`src/matrix_multiply_macros.svh`:
```
// Assertion macros for the matrix multiply block.
// Included by the top level; the bodies are empty when SYNTHESIS is defined.
`ifndef MATRIX_MULTIPLY_MACROS_SVH
`define MATRIX_MULTIPLY_MACROS_SVH
`ifndef SYNTHESIS
`define MM_ASSERT_IMPL(lbl, ante, cons) \
  lbl: assert property (@(posedge clk_i) disable iff (!rst_ni) (ante) |-> (cons)) \
    else $error("matrix_multiply: same-cycle check failed");
`define MM_ASSERT_NEXT(lbl, ante, cons) \
  lbl: assert property (@(posedge clk_i) disable iff (!rst_ni) (ante) |=> (cons)) \
    else $error("matrix_multiply: next-cycle check failed");
`else
`define MM_ASSERT_IMPL(lbl, ante, cons)
`define MM_ASSERT_NEXT(lbl, ante, cons)
`endif
`endif

```
`src/mm_pkg.sv`:
```
// Shared constants for the matrix multiply block: port widths,
// configuration register indexes and reset values. No dependencies.
package mm_pkg;

  localparam int ELEM_IN_W  = 16;
  localparam int PRODUCT_W  = 35;
  localparam int OUT_IDX_W  = 3;
  localparam int CFG_W      = 4;
  localparam int CFG_IDX_W  = 2;

  localparam logic [CFG_IDX_W-1:0] CFG_ROWS_A = 2'd0;
  localparam logic [CFG_IDX_W-1:0] CFG_INNER  = 2'd1;
  localparam logic [CFG_IDX_W-1:0] CFG_COLS_B = 2'd2;

  localparam logic [CFG_W-1:0] CFG_DIM_RESET = 4'd8;

endpackage

```
`src/mm_ram.sv`:
```
// Generic simple dual-port RAM: one write port, one read port with registered data.
// Used for the matrix stores of the matrix multiply block. No dependencies.
module mm_ram #(
  parameter int WIDTH = 16,
  parameter int DEPTH = 64
) (
  input  logic                                   clk_i,
  input  logic                                   wr_en_i,
  input  logic [((DEPTH > 1) ? $clog2(DEPTH) : 1)-1:0] wr_addr_i,
  input  logic [WIDTH-1:0]                       wr_data_i,
  input  logic [((DEPTH > 1) ? $clog2(DEPTH) : 1)-1:0] rd_addr_i,
  output logic [WIDTH-1:0]                       rd_data_o
);

  logic [WIDTH-1:0] mem_q [DEPTH];
  logic [WIDTH-1:0] rd_data_q;

  always_ff @(posedge clk_i) begin
    if (wr_en_i) begin
      mem_q[wr_addr_i] <= wr_data_i;
    end
    rd_data_q <= mem_q[rd_addr_i];
  end

  assign rd_data_o = rd_data_q;

endmodule

```
`src/matrix_multiply.sv`:
```
// Matrix multiply: loads A (rows_a x inner) then B (inner x cols_b), one element a request,
// then streams C = A*B in row-major order through one shared multiply-accumulate unit.
// Load: one element per cycle. Each product element goes through read, multiply,
// accumulate, then output register; the input stalls from the last B element until the
// final product element is in the output register. Reset clears the sequencer and sets all
// dimension registers to 8; the matrix stores are undefined until written.
`include "matrix_multiply_macros.svh"

module matrix_multiply #(
  parameter int MAX_DIM      = 8,
  parameter int ELEMENT_BITS = 16
) (
  input  logic                                 clk_i,
  input  logic                                 rst_ni,
  input  logic                                 cfg_we_i,
  input  logic [mm_pkg::CFG_IDX_W-1:0]         cfg_index_i,
  input  logic [mm_pkg::CFG_W-1:0]             cfg_data_i,
  input  logic                                 element_valid_i,
  output logic                                 element_stall_o,
  input  logic signed [mm_pkg::ELEM_IN_W-1:0]  element_value_i,
  output logic                                 product_valid_o,
  input  logic                                 product_stall_i,
  output logic signed [mm_pkg::PRODUCT_W-1:0]  product_value_o,
  output logic [mm_pkg::OUT_IDX_W-1:0]         row_index_o,
  output logic [mm_pkg::OUT_IDX_W-1:0]         col_index_o,
  output logic                                 last_of_run_o
);

  import mm_pkg::*;

  localparam int EW    = ELEMENT_BITS;
  localparam int DEPTH = MAX_DIM * MAX_DIM;
  localparam int AW    = (DEPTH > 1) ? $clog2(DEPTH) : 1;
  localparam int IW    = (MAX_DIM > 1) ? $clog2(MAX_DIM) : 1;
  localparam int MW    = 2 * EW;
  localparam int PW    = (MW > PRODUCT_W) ? MW : PRODUCT_W;

  localparam logic [1:0] S_LOAD  = 2'd0;
  localparam logic [1:0] S_ISSUE = 2'd1;
  localparam logic [1:0] S_DRAIN = 2'd2;

  function automatic logic [IW-1:0] last_idx(input logic [CFG_W-1:0] raw);
    int r;
    r = int'(raw);
    if (r < 1) r = 1;
    if (r > MAX_DIM) r = MAX_DIM;
    return IW'(r - 1);
  endfunction

  function automatic logic [AW-1:0] addr_of(input logic [IW-1:0] r, input logic [IW-1:0] c);
    return AW'(int'(r) * MAX_DIM + int'(c));
  endfunction

  logic [CFG_W-1:0] rows_a_q, inner_q, cols_b_q;
  logic [1:0]       state_q, state_d;
  logic             phase_b_q, phase_b_d;
  logic [IW-1:0]    ld_row_q, ld_row_d, ld_col_q, ld_col_d;
  logic [IW-1:0]    i_q, i_d, j_q, j_d, k_q, k_d;
  logic             rd_v_q, rd_first_q, mul_v_q, mul_first_q;
  logic signed [MW-1:0]        prod_q;
  logic signed [PRODUCT_W-1:0] acc_q;
  logic             out_valid_q, out_valid_d, out_last_q;
  logic signed [PRODUCT_W-1:0] out_value_q;
  logic [IW-1:0]    out_row_q, out_col_q;

  logic [IW-1:0]    m_last, p_last, n_last;
  logic             cfg_hit, in_accept, ld_row_end, ld_col_end, last_b;
  logic             issue, drain_done, out_free, out_load;
  logic [EW+ELEM_IN_W-1:0] elem_ext;
  logic [EW-1:0]    elem;
  logic [EW-1:0]    a_rdata, b_rdata;
  logic signed [PW-1:0] prod_ext;

  assign m_last = last_idx(rows_a_q);
  assign p_last = last_idx(inner_q);
  assign n_last = last_idx(cols_b_q);

  assign cfg_hit = cfg_we_i && (cfg_index_i == CFG_ROWS_A || cfg_index_i == CFG_INNER ||
                                cfg_index_i == CFG_COLS_B);

  assign element_stall_o = (state_q != S_LOAD);
  assign in_accept       = element_valid_i && !element_stall_o;

  assign elem_ext = {{EW{1'b0}}, element_value_i};
  assign elem     = elem_ext[EW-1:0];

  assign ld_col_end = phase_b_q ? (ld_col_q == n_last) : (ld_col_q == p_last);
  assign ld_row_end = phase_b_q ? (ld_row_q == p_last) : (ld_row_q == m_last);
  assign last_b     = phase_b_q && ld_row_end && ld_col_end;

  assign issue      = (state_q == S_ISSUE);
  assign drain_done = (state_q == S_DRAIN) && !rd_v_q && !mul_v_q;
  assign out_free   = !out_valid_q || !product_stall_i;
  assign out_load   = drain_done && out_free;

  mm_ram #(.WIDTH(EW), .DEPTH(DEPTH)) u_store_a (
    .clk_i     (clk_i),
    .wr_en_i   (in_accept && !phase_b_q),
    .wr_addr_i (addr_of(ld_row_q, ld_col_q)),
    .wr_data_i (elem),
    .rd_addr_i (addr_of(i_q, k_q)),
    .rd_data_o (a_rdata)
  );

  mm_ram #(.WIDTH(EW), .DEPTH(DEPTH)) u_store_b (
    .clk_i     (clk_i),
    .wr_en_i   (in_accept && phase_b_q),
    .wr_addr_i (addr_of(ld_row_q, ld_col_q)),
    .wr_data_i (elem),
    .rd_addr_i (addr_of(k_q, j_q)),
    .rd_data_o (b_rdata)
  );

  always_comb begin
    state_d     = state_q;
    phase_b_d   = phase_b_q;
    ld_row_d    = ld_row_q;
    ld_col_d    = ld_col_q;
    i_d         = i_q;
    j_d         = j_q;
    k_d         = k_q;
    out_valid_d = out_valid_q;
    if (out_valid_q && !product_stall_i) begin
      out_valid_d = 1'b0;
    end
    case (state_q)
      S_LOAD: begin
        if (cfg_hit) begin
          phase_b_d = 1'b0;
          ld_row_d  = '0;
          ld_col_d  = '0;
        end else if (in_accept) begin
          if (last_b) begin
            phase_b_d = 1'b0;
            ld_row_d  = '0;
            ld_col_d  = '0;
            i_d       = '0;
            j_d       = '0;
            k_d       = '0;
            state_d   = S_ISSUE;
          end else if (ld_col_end) begin
            ld_col_d = '0;
            if (ld_row_end) begin
              ld_row_d  = '0;
              phase_b_d = 1'b1;
            end else begin
              ld_row_d = ld_row_q + 1'b1;
            end
          end else begin
            ld_col_d = ld_col_q + 1'b1;
          end
        end
      end
      S_ISSUE: begin
        if (k_q == p_last) begin
          k_d     = '0;
          state_d = S_DRAIN;
        end else begin
          k_d = k_q + 1'b1;
        end
      end
      S_DRAIN: begin
        if (out_load) begin
          out_valid_d = 1'b1;
          state_d     = S_ISSUE;
          if (j_q == n_last) begin
            j_d = '0;
            if (i_q == m_last) begin
              i_d     = '0;
              state_d = S_LOAD;
            end else begin
              i_d = i_q + 1'b1;
            end
          end else begin
            j_d = j_q + 1'b1;
          end
        end
      end
      default: begin
        state_d = S_LOAD;
      end
    endcase
  end

  always_ff @(posedge clk_i or negedge rst_ni) begin
    if (!rst_ni) begin
      rows_a_q    <= CFG_DIM_RESET;
      inner_q     <= CFG_DIM_RESET;
      cols_b_q    <= CFG_DIM_RESET;
      state_q     <= S_LOAD;
      phase_b_q   <= 1'b0;
      ld_row_q    <= '0;
      ld_col_q    <= '0;
      i_q         <= '0;
      j_q         <= '0;
      k_q         <= '0;
      rd_v_q      <= 1'b0;
      rd_first_q  <= 1'b0;
      mul_v_q     <= 1'b0;
      mul_first_q <= 1'b0;
      out_valid_q <= 1'b0;
    end else begin
      if (cfg_we_i && cfg_index_i == CFG_ROWS_A) rows_a_q <= cfg_data_i;
      if (cfg_we_i && cfg_index_i == CFG_INNER)  inner_q  <= cfg_data_i;
      if (cfg_we_i && cfg_index_i == CFG_COLS_B) cols_b_q <= cfg_data_i;
      state_q     <= state_d;
      phase_b_q   <= phase_b_d;
      ld_row_q    <= ld_row_d;
      ld_col_q    <= ld_col_d;
      i_q         <= i_d;
      j_q         <= j_d;
      k_q         <= k_d;
      rd_v_q      <= issue;
      rd_first_q  <= issue && (k_q == '0);
      mul_v_q     <= rd_v_q;
      mul_first_q <= rd_first_q;
      out_valid_q <= out_valid_d;
    end
  end

  assign prod_ext = PW'(prod_q);

  always_ff @(posedge clk_i) begin
    if (rd_v_q) begin
      prod_q <= MW'($signed(a_rdata) * $signed(b_rdata));
    end
    if (mul_v_q) begin
      acc_q <= mul_first_q ? prod_ext[PRODUCT_W-1:0] : acc_q + prod_ext[PRODUCT_W-1:0];
    end
    if (out_load) begin
      out_value_q <= acc_q;
      out_row_q   <= i_q;
      out_col_q   <= j_q;
      out_last_q  <= (i_q == m_last) && (j_q == n_last);
    end
  end

  assign product_valid_o = out_valid_q;
  assign product_value_o = out_value_q;
  assign row_index_o     = OUT_IDX_W'(out_row_q);
  assign col_index_o     = OUT_IDX_W'(out_col_q);
  assign last_of_run_o   = out_last_q;

  `MM_ASSERT_IMPL(a_mac_in_compute, mul_v_q, (state_q == S_ISSUE || state_q == S_DRAIN))
  `MM_ASSERT_IMPL(a_load_pipe_empty, (state_q == S_LOAD), (!rd_v_q && !mul_v_q))
  `MM_ASSERT_IMPL(a_k_in_range, (state_q == S_ISSUE), (k_q <= p_last))
  `MM_ASSERT_NEXT(a_result_loaded, out_load, product_valid_o)

endmodule

```
`config.mk`:
```
export PLATFORM = sky130hd
export DESIGN_NAME = matrix_multiply
export DESIGN_NICKNAME = d
export VERILOG_FILES = /design/src/mm_pkg.sv /design/src/mm_ram.sv /design/src/matrix_multiply.sv
export VERILOG_INCLUDE_DIRS = /design/src /design/src/src
export SDC_FILE = /design/constraint.sdc
export NUM_CORES = 2
export LEC_CHECK = 0
export BUFFER_PORTS_ARGS = -buffer_cell sky130_fd_sc_hd__buf_4
export CORE_ASPECT_RATIO = 1.4
export CORE_MARGIN = 5
export CORE_UTILIZATION = 54
export CTS_BUF_LIST = sky130_fd_sc_hd__clkbuf_4 sky130_fd_sc_hd__clkbuf_8 sky130_fd_sc_hd__clkbuf_16
export DETAILED_ROUTE_END_ITERATION = 7
export GPL_TIMING_DRIVEN = 0
export PLACE_DENSITY_LB_ADDON = 0.08
export SYNTH_ARGS = -nofsm -noshare
export SYNTH_HDL_FRONTEND = slang
export SYNTH_SLANG_ARGS = --single-unit
export TNS_END_PERCENT = 30
```
`constraint.sdc`:
```
create_clock -name clk_i -period 6.05 [get_ports clk_i]
set_input_delay 1.21 -clock clk_i [delete_from_list [all_inputs] [get_ports clk_i]]
set_output_delay 1.21 -clock clk_i [all_outputs]
set_load 0.02 [all_outputs]
```
==> flow_summary.yaml <==
global_route:
  grt_first_pass_wirelength_um: 352000
  gr-total-overflow: 0
  grt_max_degree: 129
  via_count_of_the_first_global_routing_pass: 49100
  grt_usage_pct: 26.4
  initial_antenna_violation_count: 14
route:
  wl_met3_um: 13100
  firstDrtPassIters: 6
  met1_length_um: 93100
  routedWlPerCell_um: 31.5
  drcViolationCount: 0
  num_vias: 47500
  maxUsedRoutingLayer: "met5"
  drt_iter0_drc: 4710
  ant_nets: 0
  via_to_cell_ratio: 6.16
  detail_route.wirelength_um: 243000
  met2_length_um: 125000
critical_path:
  worst_setup_path_end_kind: "flip-flop"
  worst-path-max-fanout: 5
  worst_ep_required_time_ns: 6.63
  crit_arrival_ns: 6.78
  cp-start-kind: "flip-flop"
  timing.setup.critical_path_class: "flip-flop to flip-flop"
yosys:
  synthDominantCellAreaShare_pct: 67.6
  async_reset_ff_share_pct: 1.57
  synth_commonest_cells: "sky130_fd_sc_hd__edfxtp_1, sky130_fd_sc_hd__mux4_2, sky130_fd_sc_hd__inv_1"
  number_of_enable_type_register_cells_in_the_synthesized_netlist: 2157
  yosys.cell_count.top_type: "sky130_fd_sc_hd__edfxtp_1"
  post_synth_instance_area_sq_um: 95800
  ys_seq_elements: 2224
  synthesis.yosys.warnings: 0
  synth_top_cells_by_area: "sky130_fd_sc_hd__edfxtp_1, sky130_fd_sc_hd__mux4_2, sky130_fd_sc_hd__fa_1, sky130_fd_sc_hd__ha_1, sky130_fd_sc_hd__inv_1"
  synth_ff_type: "sky130_fd_sc_hd__edfxtp_1"
  cell_type_contributing_the_most_total_cell_area_after_synthesis: "sky130_fd_sc_hd__edfxtp_1"
  synth.net_count: 5188
  postSynthAreaPerCell_sq_um: 20.1
  syn_inst: 4773
  synth_seq_area_share_pct: 69.2
  synth.distinct_cells: 74
clock_network:
  post_cts_hold_buffer_count: 0
  root_buffer: "sky130_fd_sc_hd__clkbuf_16"
  htree_levels: 4
  cts.sinks: 2224
  worstSkewPairLatency_ns: 0.86
  clk_path_buf_depth: 3
  number_of_clock_buffers_inserted_by_tritoncts: 204
  tritoncts: "yes"
  clk_pin_slew_worst_paths_ns: 0.07
run_status:
  violations: "negative setup slack"
  status: "finished with violations"
timing:
  maxClockFrequency_mhz: 161
  worst_tran_pin_value_ns: 1.43
  final_setup_violation_count: 3
  timing.max_slew.rel_slack_pct: 4.57
  tns_ns: -0.355
  drv_slew: 0
  layout_min_cycle_time_ns: 6.20
  finalCritPeriodShare_pct: 103
  clock-skew-final_ns: 0.0583
  timing.final.hold_violations: 0
  final_hold_slack_ns: 0.331
  setup_repair_after_global_routing_missed_its_margin: "true"
  final_critical_path_setup_slack_ns: -0.152
place:
  post-dp-hpwl_um: 166000
  dpl-instance-area_sq_um: 102000
  gp_routability_congestion: 0.916
  buffer_ports.inserted: 70
hold_path:
  hold_path.class: "primary input to async pin"
floorplan:
  placement_rows: 183
  floorplan.die.width_um: 366
  initial_core_utilization_pct: 54.1
  die-height_um: 508
  die_area_sq_um: 186000
  placeableCoreArea_sq_um: 177000
  num_io_pins: 71
layout:
  drive_above_1_share_pct: 29.9
  postLayoutCellArea_sq_um: 110000
  final_net_count: 5642
  layout-area-overhead-vs-synth_pct: 14.6
flow_run:
  drv.max_cap_violation_count: 0
[worst paths after layout]
check	start	endpoint	slack, ns	cells past startpoint
max	u_store_a.rd_data_o[7]	prod_q[30]	-0.15	20
min	rst_ni	rows_a_q[1]	0.33	1
max reg2reg	u_store_a.rd_data_o[7]	prod_q[30]	-0.15	20
min reg2reg	rd_first_q	mul_first_q	0.34	0
max in group asynchronous	rst_ni	mul_v_q	5.29	1
min in group clk_i	rd_first_q	mul_first_q	0.34	0
[logic make-up after synthesis]
group,after synthesis,synth area share (%)
flip-flops,2224,69.2
multiplexers,690,16.0
AND/OR/NAND/NOR,631,3.12
buffers and inverters,530,2.25
adder cells (fa/ha/maj),388,7.13
AO/OA/AOI/OAI,231,1.58
XOR/XNOR,79,0.722
[placed cells by master, fill, tap and decap left out, drive strengths merged, types with 6 or more instances in the layout]
cell type | synthesis | layout
edfxtp | 2157 | 2157
mux4 | 672 | 672
clkbuf | 125 | 385
buf | 91 | 344
inv | 314 | 324
fa | 263 | 263
nand2 | 199 | 199
nor2 | 181 | 181
and2 | 132 | 132
ha | 125 | 125
clkinv | 0 | 77
o21ai | 68 | 68
a21oi | 62 | 62
xnor2 | 50 | 50
dfrtp | 32 | 32
dfxtp | 32 | 32
xor2 | 29 | 29
nand2b | 22 | 22
nand3 | 21 | 21
or3 | 16 | 16
a21o | 15 | 15
mux2 | 14 | 14
bufinv | 0 | 13
o31ai | 11 | 11
nor3 | 10 | 10
nand3b | 10 | 10
nor2b | 10 | 10
diode | 0 | 9
o21a | 9 | 9
a211oi | 9 | 9
a31oi | 8 | 8
o21bai | 7 | 7
o211ai | 7 | 7
or2 | 7 | 7
and3 | 6 | 6
[metrics by stage]
step | util, % | std cells | setup slack (ns)
3_5_place_dp | 57.5 | 7281 | -1.07
4_1_cts | 61.8 | 7688 | -0.115
6_report | 62.0 | 7712 | -0.152
5_1_grt | 62.0 | 7708 | -0.245
3_3_place_gp | 56.1 | 7155 | -2.10
2_1_floorplan | - | 4773 | 0.00736
[area by class of cell]
type | count | area, sq um
Timing Repair Buffer | 248 | 3210
Clock buffer | 265 | 5740
Fill cell | 12500 | 67200
Multi-Input combinational cell | 2019 | 28000
Clock inverter | 105 | 1010
Tap cell | 2312 | 2890
Sequential cell | 2224 | 66400
Antenna cell | 9 | 22.5
Buffer | 216 | 1370
Inverter | 314 | 1180
[state kept, by name, indices dropped and copies added, names as in the netlist, 3 cells and up]
register and count:
u_store_a.mem_q 1024, u_store_b.mem_q 1024, acc_q 35, product_value_o 35
prod_q 32, u_store_a.rd_data_o 16, u_store_b.rd_data_o 16, cols_b_q 4
inner_q 4, rows_a_q 4, col_index_o 3, i_q 3
j_q 3, k_q 3, ld_col_q 3, ld_row_q 3
row_index_o 3
[per-layer routing]
metal | track usage (%) | vias to the layer above
met5 | 0 | -
met4 | 10.7 | 6
met3 | 3.62 | 430
met2 | 45.7 | 1680
met1 | 34.4 | 25600
li1 | - | 19700
[critical path: stages, from the launching register on]
cell                        delay (ns)
sky130_fd_sc_hd__dfxtp_4          0.40
sky130_fd_sc_hd__clkbuf_16        0.16
sky130_fd_sc_hd__buf_4            0.11
sky130_fd_sc_hd__nand2_1          0.05
sky130_fd_sc_hd__fa_1             0.49
sky130_fd_sc_hd__inv_1            0.06
sky130_fd_sc_hd__fa_1             0.49
sky130_fd_sc_hd__fa_1             0.61
sky130_fd_sc_hd__fa_1             0.44
sky130_fd_sc_hd__fa_1             0.47
sky130_fd_sc_hd__fa_2             0.60
sky130_fd_sc_hd__ha_4             0.22
sky130_fd_sc_hd__a21o_1           0.15
sky130_fd_sc_hd__a21o_1           0.16
sky130_fd_sc_hd__a21oi_2          0.17
sky130_fd_sc_hd__o21ai_2          0.09
sky130_fd_sc_hd__or4b_4           0.55
sky130_fd_sc_hd__a2bb2oi_4        0.17
sky130_fd_sc_hd__a31oi_4          0.23
sky130_fd_sc_hd__a31oi_2          0.12
sky130_fd_sc_hd__xor2_1           0.16
[timing repair]
action                                  in CTS  in global routing
gates cloned                                 0                  0
pin swaps                                   35                 30
endpoints found under the setup margin      18                  9
setup buffers                               37                 10
gates resized for setup                    192                 45
Power is not shown: default switching activity piles up to over one toggle a cycle in this logic, so the estimate is an artifact.
